$ cat config.mk
export PLATFORM = sky130hd
export DESIGN_NAME = modem_session_wakeup_unit
export DESIGN_NICKNAME = d
export VERILOG_FILES = /design/src/sv/mswu_pkg.sv /design/src/sv/mswu_regs.sv /design/src/sv/mswu_engine.sv /design/src/sv/mswu_outq.sv /design/src/sv/modem_session_wakeup_unit.sv
export SDC_FILE = /design/constraint.sdc
export NUM_CORES = 1
export LEC_CHECK = 0
export BUFFER_PORTS_ARGS = -buffer_cell sky130_fd_sc_hd__buf_2
export CORE_MARGIN = 8
export CORE_UTILIZATION = 25
export CTS_CLUSTER_DIAMETER = 150
export DETAILED_ROUTE_END_ITERATION = 10
export PLACE_DENSITY = 0.41
export SLEW_MARGIN = 40
export SYNTH_ARGS = -nofsm -noshare
export SYNTH_HDL_FRONTEND = slang
export SYNTH_HIERARCHICAL = 1
export SYNTH_SLANG_ARGS = --single-unit
$ cat constraint.sdc
create_clock -name clk_i -period 5.85 [get_ports clk_i]
set_input_delay 1.4625 -clock clk_i [delete_from_list [all_inputs] [get_ports clk_i]]
set_output_delay 1.4625 -clock clk_i [all_outputs]
set_load 0.005 [all_outputs]
$ cat src/sv/mswu_pkg.sv
// Package: shared types, codes and constants of the modem session wakeup unit.
package mswu_pkg;

  // Input operation codes
  typedef enum logic [1:0] {
    OP_START = 2'd0,
    OP_TICK  = 2'd1,
    OP_BYTE  = 2'd2,
    OP_ESC   = 2'd3
  } op_e;

  // Result kinds
  typedef enum logic {
    KIND_TX   = 1'b0,
    KIND_DONE = 1'b1
  } kind_e;

  // Session outcomes
  typedef enum logic [2:0] {
    OC_LINE    = 3'd0,
    OC_EMSI    = 3'd1,
    OC_ESCAPE  = 3'd2,
    OC_NOANS   = 3'd3,
    OC_CARRIER = 3'd4
  } outcome_e;

  // Configuration register indexes
  typedef enum logic [1:0] {
    REG_ROUND_TICKS   = 2'd0,
    REG_SESSION_TICKS = 2'd1,
    REG_EMSI_ENABLED  = 2'd2,
    REG_STOP_CHAR     = 2'd3
  } reg_e;

  // Characters
  localparam logic [7:0] CH_XON   = 8'd17;
  localparam logic [7:0] CH_CR    = 8'd13;
  localparam logic [7:0] CH_SPACE = 8'd32;
  localparam logic [7:0] CH_STAR  = 8'd42;

  localparam logic [1:0]  XON_ROUNDS = 2'd2;
  localparam logic [15:0] CNT_MAX    = 16'hFFFF;

  // Register reset values
  localparam logic [15:0] RST_ROUND_TICKS   = 16'd100;
  localparam logic [15:0] RST_SESSION_TICKS = 16'd3000;
  localparam logic        RST_EMSI_ENABLED  = 1'b1;
  localparam logic [7:0]  RST_STOP_CHAR     = 8'd19;

  // Output queue depth (at least two)
  localparam int unsigned OQ_DEPTH = 4;

  typedef struct packed {
    logic [15:0] round_ticks;
    logic [15:0] session_ticks;
    logic        emsi_enabled;
    logic [7:0]  stop_char;
  } cfg_t;

  typedef struct packed {
    logic        active;
    logic [15:0] session_count;
    logic [15:0] round_count;
    logic [1:0]  xon_left;
    logic        send_space_next;
    logic        got_char;
    logic        in_line;
    logic        line_done;
    logic        escape_pending;
  } state_t;

  typedef struct packed {
    kind_e      kind;
    logic [7:0] tx_byte;
    outcome_e   outcome;
    logic       last;
  } res_t;

  // Results of one item, handed to the output queue
  typedef struct packed {
    logic [1:0]     n;
    res_t [1:0]     r;
  } push_t;

endpackage

$ cat src/sv/mswu_regs.sv
// APB configuration registers of the wakeup unit.
module mswu_regs (
  input  logic              clk_i,
  input  logic              rst_ni,
  input  logic              psel,
  input  logic              penable,
  input  logic              pwrite,
  input  logic [3:0]        paddr,
  input  logic [31:0]       pwdata,
  output logic [31:0]       prdata,
  output logic              pready,
  output mswu_pkg::cfg_t    cfg_o
);
  import mswu_pkg::*;

  cfg_t  cfg_q;
  logic  wr_en;
  reg_e  idx;

  assign pready = 1'b1;
  assign wr_en  = psel && penable && pwrite && pready;
  assign idx    = reg_e'(paddr[3:2]);

  // register writes
  always_ff @(posedge clk_i or negedge rst_ni) begin
    if (!rst_ni) begin
      cfg_q.round_ticks   <= RST_ROUND_TICKS;
      cfg_q.session_ticks <= RST_SESSION_TICKS;
      cfg_q.emsi_enabled  <= RST_EMSI_ENABLED;
      cfg_q.stop_char     <= RST_STOP_CHAR;
    end else if (wr_en) begin
      case (idx)
        REG_ROUND_TICKS:   cfg_q.round_ticks   <= pwdata[15:0];
        REG_SESSION_TICKS: cfg_q.session_ticks <= pwdata[15:0];
        REG_EMSI_ENABLED:  cfg_q.emsi_enabled  <= pwdata[0];
        REG_STOP_CHAR:     cfg_q.stop_char     <= pwdata[7:0];
        default: ;
      endcase
    end
  end

  // read mux
  always_comb begin
    case (idx)
      REG_ROUND_TICKS:   prdata = {16'd0, cfg_q.round_ticks};
      REG_SESSION_TICKS: prdata = {16'd0, cfg_q.session_ticks};
      REG_EMSI_ENABLED:  prdata = {31'd0, cfg_q.emsi_enabled};
      REG_STOP_CHAR:     prdata = {24'd0, cfg_q.stop_char};
      default:           prdata = 32'd0;
    endcase
  end

  assign cfg_o = cfg_q;

endmodule

$ cat src/sv/mswu_engine.sv
// Input register, session state and the per-item step logic.
module mswu_engine (
  input  logic              clk_i,
  input  logic              rst_ni,
  input  mswu_pkg::cfg_t    cfg_i,
  input  logic              in_valid_i,
  output logic              in_ready_o,
  input  logic [1:0]        in_op_i,
  input  logic [7:0]        in_byte_i,
  input  logic              in_carrier_i,
  input  logic              room_i,
  output mswu_pkg::push_t   push_o
);
  import mswu_pkg::*;

  logic       in_vld_q;
  op_e        in_op_q;
  logic [7:0] in_byte_q;
  logic       in_car_q;
  logic       fire;

  state_t     st_q, st_d;
  res_t [1:0] res;
  logic [1:0] n;
  logic       do_rs;
  logic       fin;
  outcome_e   oc;

  // step fires once the queue can take two results
  assign fire       = in_vld_q && room_i;
  assign in_ready_o = !in_vld_q || fire;

  // input register
  always_ff @(posedge clk_i or negedge rst_ni) begin
    if (!rst_ni) begin
      in_vld_q <= 1'b0;
    end else if (in_ready_o) begin
      in_vld_q <= in_valid_i;
    end
  end

  always_ff @(posedge clk_i) begin
    if (in_ready_o && in_valid_i) begin
      in_op_q   <= op_e'(in_op_i);
      in_byte_q <= in_byte_i;
      in_car_q  <= in_carrier_i;
    end
  end

  // next state and results of the registered item
  always_comb begin
    st_d  = st_q;
    res   = '0;
    n     = 2'd0;
    do_rs = 1'b0;
    fin   = 1'b0;
    oc    = OC_LINE;

    case (in_op_q)
      OP_START: begin
        st_d.active          = 1'b1;
        st_d.session_count   = 16'd0;
        st_d.xon_left        = XON_ROUNDS;
        st_d.send_space_next = 1'b0;
        st_d.got_char        = 1'b0;
        st_d.in_line         = 1'b0;
        st_d.line_done       = 1'b0;
        st_d.escape_pending  = 1'b0;
        do_rs                = 1'b1;
      end
      OP_TICK: begin
        if (st_q.active) begin
          if (st_q.session_count != CNT_MAX) begin
            st_d.session_count = st_q.session_count + 16'd1;
          end
          if (st_q.round_count != CNT_MAX) begin
            st_d.round_count = st_q.round_count + 16'd1;
          end
          if (st_q.line_done) begin
            fin = 1'b1;
            oc  = OC_LINE;
          end else if (st_d.round_count >= cfg_i.round_ticks) begin
            if (st_q.escape_pending) begin
              fin = 1'b1;
              oc  = OC_ESCAPE;
            end else begin
              do_rs = 1'b1;
            end
          end
        end
      end
      OP_BYTE: begin
        if (st_q.active) begin
          if (!st_q.in_line && cfg_i.emsi_enabled && in_byte_q == CH_STAR) begin
            fin = 1'b1;
            oc  = OC_EMSI;
          end else if (in_byte_q == CH_CR && st_q.got_char) begin
            // end of reply line: halt remote output once
            if (st_q.in_line && !st_q.line_done) begin
              res[0].kind    = KIND_TX;
              res[0].tx_byte = cfg_i.stop_char;
              n              = 2'd1;
            end
            st_d.in_line   = 1'b0;
            st_d.line_done = 1'b1;
          end else if (in_byte_q >= CH_SPACE) begin
            // leading spaces do not open a line
            if (st_q.in_line || in_byte_q != CH_SPACE) begin
              st_d.in_line = 1'b1;
            end
            if (!st_q.got_char) begin
              st_d.got_char    = 1'b1;
              st_d.round_count = 16'd0;
            end
          end
        end
      end
      OP_ESC: begin
        if (st_q.active) begin
          st_d.escape_pending = 1'b1;
        end
      end
      default: ;
    endcase

    // round start: give up, or send the wakeup bytes
    if (do_rs) begin
      if (st_d.session_count >= cfg_i.session_ticks || !in_car_q) begin
        fin = 1'b1;
        oc  = in_car_q ? OC_NOANS : OC_CARRIER;
      end else begin
        if (st_d.xon_left != 2'd0) begin
          st_d.xon_left     = st_d.xon_left - 2'd1;
          res[n[0]].kind    = KIND_TX;
          res[n[0]].tx_byte = CH_XON;
          n                 = n + 2'd1;
        end
        res[n[0]].kind       = KIND_TX;
        res[n[0]].tx_byte    = st_d.send_space_next ? CH_SPACE : CH_CR;
        n                    = n + 2'd1;
        st_d.send_space_next = !st_d.send_space_next;
        st_d.round_count     = 16'd0;
      end
    end

    if (fin) begin
      res[n[0]].kind    = KIND_DONE;
      res[n[0]].tx_byte = 8'd0;
      res[n[0]].outcome = oc;
      n                 = n + 2'd1;
      st_d.active       = 1'b0;
    end

    // mark the final result of the item
    if (n == 2'd1) begin
      res[0].last = 1'b1;
    end else if (n == 2'd2) begin
      res[1].last = 1'b1;
    end
  end

  // session state
  always_ff @(posedge clk_i or negedge rst_ni) begin
    if (!rst_ni) begin
      st_q <= '0;
    end else if (fire) begin
      st_q <= st_d;
    end
  end

  assign push_o.n = fire ? n : 2'd0;
  assign push_o.r = res;

endmodule

$ cat src/sv/mswu_outq.sv
// Output queue: takes up to two results per cycle, releases one per transaction.
module mswu_outq #(
  parameter int unsigned Depth = mswu_pkg::OQ_DEPTH
) (
  input  logic              clk_i,
  input  logic              rst_ni,
  input  mswu_pkg::push_t   push_i,
  output logic              room_o,
  output logic              out_valid_o,
  input  logic              out_ready_i,
  output mswu_pkg::res_t    out_o
);
  import mswu_pkg::*;

  localparam int unsigned PtrW = (Depth > 1) ? $clog2(Depth) : 1;
  localparam int unsigned CntW = $clog2(Depth + 1);
  localparam logic [PtrW-1:0] PtrLast = PtrW'(Depth - 1);
  localparam logic [CntW-1:0] CntRoom = CntW'(Depth - 2);

  res_t            mem_q [Depth];
  logic [PtrW-1:0] wr_q, rd_q, wr_nx, wr_nx2, rd_nx;
  logic [CntW-1:0] cnt_q, cnt_d;
  logic            pop;

  function automatic logic [PtrW-1:0] ptr_inc(input logic [PtrW-1:0] p);
    ptr_inc = (p == PtrLast) ? '0 : p + 1'b1;
  endfunction

  assign pop         = out_valid_o && out_ready_i;
  assign wr_nx       = ptr_inc(wr_q);
  assign wr_nx2      = ptr_inc(wr_nx);
  assign rd_nx       = ptr_inc(rd_q);
  assign cnt_d       = cnt_q + CntW'(push_i.n) - CntW'(pop);
  assign room_o      = cnt_q <= CntRoom;
  assign out_valid_o = cnt_q != '0;
  assign out_o       = mem_q[rd_q];

  // pointers and fill count
  always_ff @(posedge clk_i or negedge rst_ni) begin
    if (!rst_ni) begin
      wr_q  <= '0;
      rd_q  <= '0;
      cnt_q <= '0;
    end else begin
      cnt_q <= cnt_d;
      if (pop) begin
        rd_q <= rd_nx;
      end
      if (push_i.n == 2'd1) begin
        wr_q <= wr_nx;
      end else if (push_i.n == 2'd2) begin
        wr_q <= wr_nx2;
      end
    end
  end

  // result storage
  always_ff @(posedge clk_i) begin
    if (push_i.n != 2'd0) begin
      mem_q[wr_q] <= push_i.r[0];
    end
    if (push_i.n == 2'd2) begin
      mem_q[wr_nx] <= push_i.r[1];
    end
  end

endmodule

$ cat src/sv/modem_session_wakeup_unit.sv
// Top level of the modem session wakeup unit.
//
//  channel   dir  handshake                 payload
//  s_axis    in   tvalid/tready             tuser operation, tdata rx_byte, carrier
//  m_axis    out  tvalid/tready             tuser kind, tdata tx_byte, outcome, tlast
//  apb       in   psel/penable, pready=1    four registers at 0x0, 0x4, 0x8, 0xC
//
// An item is held in the input register and stepped there once the queue has room; its
// results (zero to two) are then registered into the output queue and leave it in order.
// One item is taken per cycle while the queue has two free entries; the output side,
// one result per transaction, sets the sustained rate when items yield two results.
// Reset clears the session state and the queue at once; no clearing pass.
// A stalled output fills the queue and then holds s_axis_tready low.
module modem_session_wakeup_unit #(
  parameter int unsigned OutDepth = mswu_pkg::OQ_DEPTH
) (
  input  logic        clk_i,
  input  logic        rst_ni,
  // input stream
  input  logic        s_axis_tvalid,
  output logic        s_axis_tready,
  input  logic [15:0] s_axis_tdata,   // [7:0] rx_byte, [8] carrier, [15:9] zero
  input  logic [1:0]  s_axis_tuser,   // [1:0] operation
  // result stream
  output logic        m_axis_tvalid,
  input  logic        m_axis_tready,
  output logic [15:0] m_axis_tdata,   // [7:0] tx_byte, [10:8] outcome, [15:11] zero
  output logic        m_axis_tuser,   // [0] kind
  output logic        m_axis_tlast,
  // configuration
  input  logic        psel,
  input  logic        penable,
  input  logic        pwrite,
  input  logic [3:0]  paddr,
  input  logic [31:0] pwdata,
  output logic [31:0] prdata,
  output logic        pready
);
  import mswu_pkg::*;

  cfg_t  cfg;
  push_t push;
  logic  room;
  res_t  head;

  // configuration registers
  mswu_regs u_regs (
    .clk_i   (clk_i),
    .rst_ni  (rst_ni),
    .psel    (psel),
    .penable (penable),
    .pwrite  (pwrite),
    .paddr   (paddr),
    .pwdata  (pwdata),
    .prdata  (prdata),
    .pready  (pready),
    .cfg_o   (cfg)
  );

  // session step
  mswu_engine u_engine (
    .clk_i        (clk_i),
    .rst_ni       (rst_ni),
    .cfg_i        (cfg),
    .in_valid_i   (s_axis_tvalid),
    .in_ready_o   (s_axis_tready),
    .in_op_i      (s_axis_tuser),
    .in_byte_i    (s_axis_tdata[7:0]),
    .in_carrier_i (s_axis_tdata[8]),
    .room_i       (room),
    .push_o       (push)
  );

  // result queue
  mswu_outq #(
    .Depth (OutDepth)
  ) u_outq (
    .clk_i       (clk_i),
    .rst_ni      (rst_ni),
    .push_i      (push),
    .room_o      (room),
    .out_valid_o (m_axis_tvalid),
    .out_ready_i (m_axis_tready),
    .out_o       (head)
  );

  assign m_axis_tdata = {5'd0, head.outcome, head.tx_byte};
  assign m_axis_tuser = head.kind;
  assign m_axis_tlast = head.last;

endmodule

==> flow_metrics.tcl <==
set metrics [dict create \
    hold_viol 0 \
    ys.flop_type "dfrtp_1" \
    tightest_slew_ps 727.1 \
    slowest_stage "or4_4" \
    utilization_pct 29.54 \
    drt_iter0_drc 344 \
    routabilityCongestion 0.7613 \
    hold_path.class "reg2reg" \
    cellLeakagePower_nw 4.931 \
    clock-sinks 152 \
    fin_total_pwr_mw 3.799 \
    p_sw_mw 1.299 \
    grt_max_degree 61 \
    grt_pass1_wl_um 41210 \
    final_nets 1110 \
    timing.critical_path.buf_inv 4 \
    numPortBuffers 66 \
    syn_to_final_growth_pct 17.45 \
    io_pins 114 \
    totalNegativeSetupSlack_ps 0 \
    synth_mux_area_share_pct 17.68 \
    synth_adder_area_share_pct 7.468 \
    drc 0 \
    syn_area_um2 9651 \
    synthTopCellsByArea "edfxtp_1 (20%), dfrtp_1 (19%), mux2_2 (9.0%)" \
    power_density_nw_per_um2 335.2 \
    synthSimpleGateAreaFrac_pct 13.13 \
    max-vdd-ir-drop_uv 212.8 \
    hp-start "u_engine/st_q[32]" \
    grtUsageTotal_pct 11.88 \
    clk_pin_slew_worst_paths_ps 70 \
    grt-ovfl-total 0 \
    cts_made_buffers 17 \
    max_stage_delay_ps 570 \
    dr.pass1.iters 5 \
    combPwrFrac_pct 30.6 \
    ys_ff_latch 152 \
    critPathKind "reg2reg" \
    synth_cell_types 74 \
    die_w_um 212.5 \
    rsz0062_at_grt "false" \
    worst_r2r_path_depth 22 \
    crit_path_start_kind "flip-flop" \
    synthCells 905 \
    start_util_pct 25.15 \
    finClkSkew_ps 15.79 \
    power.internal_mw 2.500 \
    grt_pass1_vias 7257 \
    synth_xor_area_share_pct 1.089 \
    finalSetupViolCount 0 \
    die_area_um2 45150 \
    die_h_um 212.5 \
    netlist.area_leader.share_pct 19.60 \
    seq_power_share_pct 39.5 \
    ctsHoldBuffers 0 \
    vias 6958 \
    synthArstFlopShare_pct 58.55 \
    synth_edf_count 63 \
    cts_buffer_depth 2 \
    worst_ep_arrival_time_ps 5690 \
    hold_depth 1 \
    row_count 72 \
    reg2reg_from "u_engine/st_q[16]" \
    clock_latency_ps 440 \
    h-tree-depth 4 \
    routed_via_density 4.566 \
    hold_slack_ps 520.7 \
    synth_compound_area_share_pct 10.74 \
    wl_per_cell_um 17.24 \
    yosysWarnings 6 \
    core_um2 38380 \
    ant_nets 0 \
    dpl.hpwl_um 19560 \
    status "complete, no violations" \
    antenna_found_initial 0 \
    clkPwrFrac_pct 29.9 \
    synth.avg_cell_area_um2 10.66 \
    drive_gt1_share_pct 27.46 \
    synth_top_area_cell "edfxtp_1" \
    crit_family "simple AND/OR/NAND/NOR gates" \
    rrSetupSlack_ps 330 \
    slew_headroom_pct 51.53 \
    wirelength_um 26270 \
    r2r-end "u_outq/mem_q[0][7]" \
    fin_crit_sh_pct 94.34 \
    slew_violations 0 \
    cts_tree "done" \
    synth_top_family_by_area "multiplexers" \
    crit_required_ps 6020 \
    drv_cap 0 \
    worstPathMaxFanout 14 \
    cpMostUsedCell "ha_1" \
    fillCellCount 4074 \
    postCtsSetupRepairBufs 0 \
    root_buffer "clkbuf_16" \
    switching_share_pct 34.20 \
    min_to "u_engine/st_q[32]" \
    path_cells "nand3_1 > or3_4 > or4_4 > nand4_1 > nor2_1 > xor2_1 > ha_1 > a211oi_1 > o21ai_0 > a221o_1 > a211o_1 > buf_4 > nand2_1 > o21a_1 > inv_1 > ha_1 > nor2_1 > inv_1 > ha_1 > nand2_1 > buf_12 > mux2_2" \
    seq_area_frac_synth_pct 42.86 \
    post_cts_resized 0 \
    worst_setup_path_end_kind "flip-flop" \
    fmax_ghz 0.1812 \
    period_needed_ps 5519 \
]
[power by group through the flow]
stage,clock [mW],sequential [mW],combinational (mW)
detailed placement,0,1.53,1.18
floorplan,0,1.42,0.836
global placement,0,1.52,1.17
global route,1.22,1.53,1.32
finish,1.14,1.50,1.16
CTS,1.19,1.51,1.18
[cells in the mapped netlist (all sizes together), types with 3 or more instances]
library cell and instances:
dfrtp 75, a211oi 4, a31oi 11, o22ai 4
ha 56, xnor2 9, nor4 4, a22oi 6
edfxtp 63, or2 5, a221o 3, inv 65
o21ai 53, dfstp 14, xor2 3, nand4b 3
conb 4, a21oi 32, and2 12, o2111ai 3
or4 3, mux2 103, a211o 5, o21a 3
or3 9, o31ai 8, nor3 18, and3 6
and4 7, a21o 7, clkbuf 22, mux4 14
buf 46, nor2 54, o211ai 4, mux2i 19
a22o 7, nand2 72, nand2b 7, nand3 26
nand4 13
[kinds of logic after synthesis]
kind of cell	after synthesis
simple gates	248
compound gates	162
flops	152
mux	136
buf+inv	134
fa+ha+maj	57
xor+xnor	12
other cells	4
[stage by stage]
stage,std cells,instance area [um2],setup WS (ps)
final,1524,11330,331.2
after global routing,1523,11330,13.73
after CTS,1523,11320,244.3
after detailed placement,1491,10740,274.1
after global placement,1491,10730,271.1
after floorplan,926,9729,-289.0
[layout make-up]
| type | instances | area (um2) | area share (%) |
|---|---|---|---|
| clock buffers | 19 | 432.9 | 3.819 |
| multi-input cells | 640 | 4946 | 43.64 |
| repair buffers | 115 | 767.0 | 6.767 |
| clock inverters | 13 | 152.6 | 1.347 |
| well taps | 518 | 648.1 | 5.718 |
| inverters | 66 | 247.7 | 2.186 |
| diodes | 1 | 2.502 | 0.02208 |
| flip-flops and latches | 152 | 4138 | 36.51 |
[flip-flops by register name, summed over array words and instances (netlist names)]
signal	flops
u_engine/in_byte_q	8
u_engine/in_car_q	1
u_engine/in_op_q	2
u_engine/in_vld_q	1
u_engine/st_q	40
u_outq/cnt_q	3
u_outq/mem_q	52
u_outq/rd_q	2
u_outq/wr_q	2
u_regs/cfg_o	41
[per-layer routing]
layer,GRT usage [%],vias up,share of wire (%),routed length [um]
met2,20.39,105,49,12980
li1,-,3430,-,-
met4,3.641,0,1.4,367
met5,0,-,0,0
met3,2.373,17,3.5,919
met1,14.86,3406,46,12010
[placed cells by master (no fill, tap or decap), types with 8 or more instances in the layout]
| master | synthesis | routed |
|---|---|---|
| ha_1 | 56 | 56 |
| mux2i_1 | 19 | 19 |
| nand4_1 | 12 | 12 |
| nor2_1 | 53 | 53 |
| mux2_4 | 11 | 11 |
| clkbuf_16 | 0 | 17 |
| buf_2 | 11 | 65 |
| mux4_2 | 14 | 14 |
| inv_1 | 65 | 65 |
| and2_1 | 12 | 11 |
| nand3_1 | 25 | 25 |
| nor3_1 | 17 | 17 |
| a31oi_1 | 11 | 11 |
| buf_4 | 28 | 44 |
| o21ai_0 | 50 | 46 |
| nand2_1 | 72 | 72 |
| o31ai_1 | 8 | 8 |
| xnor2_1 | 9 | 9 |
| dfrtp_1 | 75 | 74 |
| a21oi_1 | 32 | 31 |
| mux2_1 | 15 | 15 |
| mux2_2 | 77 | 77 |
| dfstp_2 | 14 | 14 |
| conb_1 | 4 | 25 |
| edfxtp_1 | 63 | 63 |
[worst max-delay path by stage]
stage,startpoint,endpoint,slack [ps],cells after the start
finish,u_engine/st_q[16],u_outq/mem_q[0][7],330,22
global route,u_engine/in_op_q[1],u_outq/mem_q[2][6],10,23
CTS,u_engine/st_q[16],u_outq/mem_q[0][4],240,21
detailed placement,u_engine/st_q[16],u_outq/mem_q[0][4],270,21
global placement,u_engine/st_q[16],u_outq/mem_q[0][4],270,21
floorplan,u_engine/in_op_q[1],u_outq/mem_q[0][0],-290,23
(Power assumes the default switching activity.)
